$ cat src/hw/rtl/dlcp_ram.sv
// Generic single-write, single-read RAM with registered read data.
// No dependencies.
module dlcp_ram #(
    parameter int WIDTH = 64,
    parameter int DEPTH = 64,
    localparam int AW = (DEPTH > 1) ? $clog2(DEPTH) : 1
) (
    input  logic             clk,
    input  logic             we,
    input  logic [AW-1:0]    waddr,
    input  logic [WIDTH-1:0] wdata,
    input  logic [AW-1:0]    raddr,
    output logic [WIDTH-1:0] rdata
);

    logic [WIDTH-1:0] mem [DEPTH];

    always_ff @(posedge clk)
    begin
        if (we)
        begin
            mem[waddr] <= wdata;
        end
        rdata <= mem[raddr];
    end

endmodule

$ cat config.mk
export PLATFORM = sky130hd
export DESIGN_NAME = dlcp_ram
export DESIGN_NICKNAME = d
export VERILOG_FILES = /design/src/hw/rtl/dlcp_ram.sv
export SDC_FILE = /design/constraint.sdc
export NUM_CORES = 2
export LEC_CHECK = 0
export ABC_AREA = 1
export BUFFER_PORTS_ARGS = -buffer_cell sky130_fd_sc_hd__buf_2
export CAP_MARGIN = 0
export CORE_MARGIN = 2
export CORE_UTILIZATION = 40
export CTS_CLUSTER_DIAMETER = 200
export DETAILED_ROUTE_END_ITERATION = 10
export PLACE_DENSITY = 0.67
export SLEW_MARGIN = 20
export SYNTH_ARGS = -nofsm -noshare
export SYNTH_HDL_FRONTEND = slang
export SYNTH_SLANG_ARGS = --single-unit
$ cat constraint.sdc
create_clock -name clk -period 22.4 [get_ports clk]
set_clock_uncertainty 0.1 [all_clocks]
set_input_delay 4.48 -clock clk [delete_from_list [all_inputs] [get_ports clk]]
set_output_delay 4.48 -clock clk [all_outputs]
set_load 0.02 [all_outputs]
==> key figures <==
Critical path
  – Slowest stage delay, CP: 830 ps
  – Cell family with most CP delay: buffers and inverters
  – Required @ worst endpoint: 23140 ps
  – Crit. End Element: register
  – CP Cell Sequence: buf_12 -> buf_4 -> buf_4 -> buf_4 -> buf_4 -> buf_4 -> nand2_1 -> nand3_1 -> nand3_1 -> nand3_1 -> nand3_1 -> nand2_1 -> nand2_1 -> nand2_1
  – Startpoint Class: input port
  – Crit path max fanout: 103
  – Data arrival, critical path: 9780 ps
  – Worst path slowest cell: buf_4
  – Critical path buffer and inverter count: 6
  – Crit-path most repeated cell: buf_4
  – CP Class: input port to register

Synth
  – Synth Register Bits: 4160
  – Sequential fraction of the synthesis area: 75.2%
  – Synth warn: 0
  – Mapped Nets: 13500
  – Post-Syn Instances: 13400
  – Syn Std Cell Area: 0.165 mm^2
  – Synthesized area per cell: 12.3 um^2
  – Yosys cell types: 16

STA
  – Setup Viol. Count Final: 0
  – Crit share post-route: 40.3%
  – FMAX: 0.111 GHz
  – Slew Viols, Final: 0
  – Final min period: 9040 ps
  – Slew headroom: 16.6%
  – Final hold violations: 0
  – RSZ-0062 raised after global routing: no
  – Setup TNS: 0 ps
  – Worst Max-Slew Pin Slew: 1250 ps

Clock tree
  – # Post-CTS Setup Buffers: 0
  – CTS tree: built
  – CTS Hold Buffers Added: 0
  – CTS Buf Count: 399
  – Clock Sinks: 4160
  – Clock transition at the registers of the reported paths: 60 ps
  – Post-CTS Resized: 0
  – CTS Buffer Depth: 4
  – Clock Latency Late Sink: 950 ps
  – H-Tree Depth: 5
  – Clock Tree Root: clkbuf_16

Global routing
  – Vias in the first global route: 102000
  – Initial antenna violation count: 50
  – First-pass GRT wire length: 720000 um
  – Largest net degree at the start of global routing: 242
  – GRT Overall Usage: 23.5%
  – Grt total ovfl: 0

Cells and area
  – Non-Filler Instances: 19100
  – Synth-to-Final Area Change: 11.0%
  – Share of post-route cells with drive strength above 1: 7.50%
  – Fin nets: 13400
  – Final Util: 44.5%

Power and ir drop
  – Pleak: 0.0636 uW
  – Power Total: 16200 uW
  – Maximum vdd ir drop: 0.0000658 V
  – Pwr dens: 88.3 mW/mm^2

Routing
  – Remaining antenna violation count after routing: 0
  – Initial DRC Count: 15800
  – Vias/cell: 5.74
  – Drt wl/cell: 26.4 um
  – Vias after detailed routing: 110000
  – First drt pass iteration count: 7
  – DRC violations left: 0
  – DRT Wirelength: 505000 um

Floorplanning
  – Rows: 236
  – IO Count: 142
  – Die Ht: 647 um
  – Core ar.: 0.412 mm^2
  – Die area: 0.418 mm^2
  – Initial Util: 40.1%
  – Die X: 647 um

Outcome
  – Outcome: finished, final reports clean

Placed design
  – Final GP Congestion: 0.802
  – Cells after DPL: 18400
  – Port buffer count: 141
  – Post-DP HPWL: 246000 um

Min path
  – Hold Path Class: register to register

Job
  – Max-Cap Viols: 0
==> registers in the layout, indices dropped and copies added (netlist names) <==
register / flops
rdata: 64
mem: 4096
==> layout by cell type (no fill, tap or decap) <==
cell type | netlist | layout
nand2_1 | 4416 | 4416
edfxtp_1 | 4096 | 4096
nand3_1 | 3847 | 3847
clkbuf_16 | 0 | 404
buf_4 | 134 | 243
buf_2 | 501 | 126
clkinv_1 | 0 | 90
clkinv_2 | 0 | 80
clkbuf_1 | 147 | 76
dfxtp_1 | 64 | 64
nor2_4 | 0 | 56
diode_2 | 0 | 33
bufinv_16 | 0 | 31
clkbuf_8 | 0 | 15
buf_12 | 0 | 13
inv_6 | 0 | 9
nand4_1 | 9 | 9
nor4_2 | 0 | 8
clkinv_4 | 0 | 8
inv_1 | 8 | 6
inv_16 | 0 | 5
inv_8 | 0 | 5
clkinv_8 | 0 | 5
clkinvlp_4 | 0 | 5
buf_8 | 3 | 4
clkinv_16 | 0 | 2
buf_16 | 0 | 2
buf_6 | 40 | 1
==> path summary, 6_finish.rpt <==
kind,start,end,slack [ps],depth (start not counted)
worst min-delay path,mem[12][20],rdata[20],670,8
worst min register to register,mem[12][20],rdata[20],670,8
worst max register to register,mem[38][18],rdata[18],20400,8
worst max-delay path,raddr[0],rdata[41],13360,14
==> cell usage after synthesis <==
cell type	count	area, um^2
nand4_1	9	56.3
edfxtp_1	4096	123000
buf_1	72	270
buf_2	501	2510
buf_4	134	1010
clkbuf_1	147	552
nand2_1	4416	16600
inv_1	8	30.0
buf_6	40	450
nor4_1	8	50.1
nand3_1	3847	19300
nor2_1	56	210
buf_8	3	45.0
dfxtp_1	64	1280
inv_2	2	7.51
inv_4	2	12.5
==> routing by layer <==
layer / up-vias / track usage, % / share of wire (%)
met2: 6716 / 38.2 / 47
li1: 47600 / - / -
met4: 16 / 10.8 / 5.1
met3: 1263 / 4.32 / 11
met1: 54200 / 30.5 / 37
met5: - / 0 / 0.019
==> stage by stage <==
step           cell area (um^2)  setup WS, ps  hold slack (ps)
2_1_floorplan            165000         10540              621
3_3_place_gp             171000         12630              669
5_1_grt                  183000         13100              759
3_5_place_dp             171000         12620              670
4_1_cts                  183000         13570              674
6_report                 183000         13360              672
==> layout make-up <==
class                   count  area [um^2]
fillers                 36600       229000
well taps                5474         6850
clock inverters           234         2070
clock buffers             495        10600
diodes                     33         82.6
repair buffers            389         2840
multi-input cells        8336        36600
flip-flops and latches   4160       124000
inverters                  12          105
==> worst register-to-register path, delay by kind of cell, from the launching register on <==
kind / cells / cell delay, ps
simple gates: 8 / 1200
flops: 1 / 370
==> where the power goes <==
group	internal, uW	leakage [uW]	switching, uW
registers	8620	0.0374	31.3
clock network	3720	0.00624	2910
logic	215	0.0200	706
==> cells by family after synthesis <==
group                  share of synthesized area, %
buffers and inverters                          2.95
flip-flops                                     75.2
AND/OR/NAND/NOR                                21.9
No activity file was read; power rests on OpenSTA's default activity.
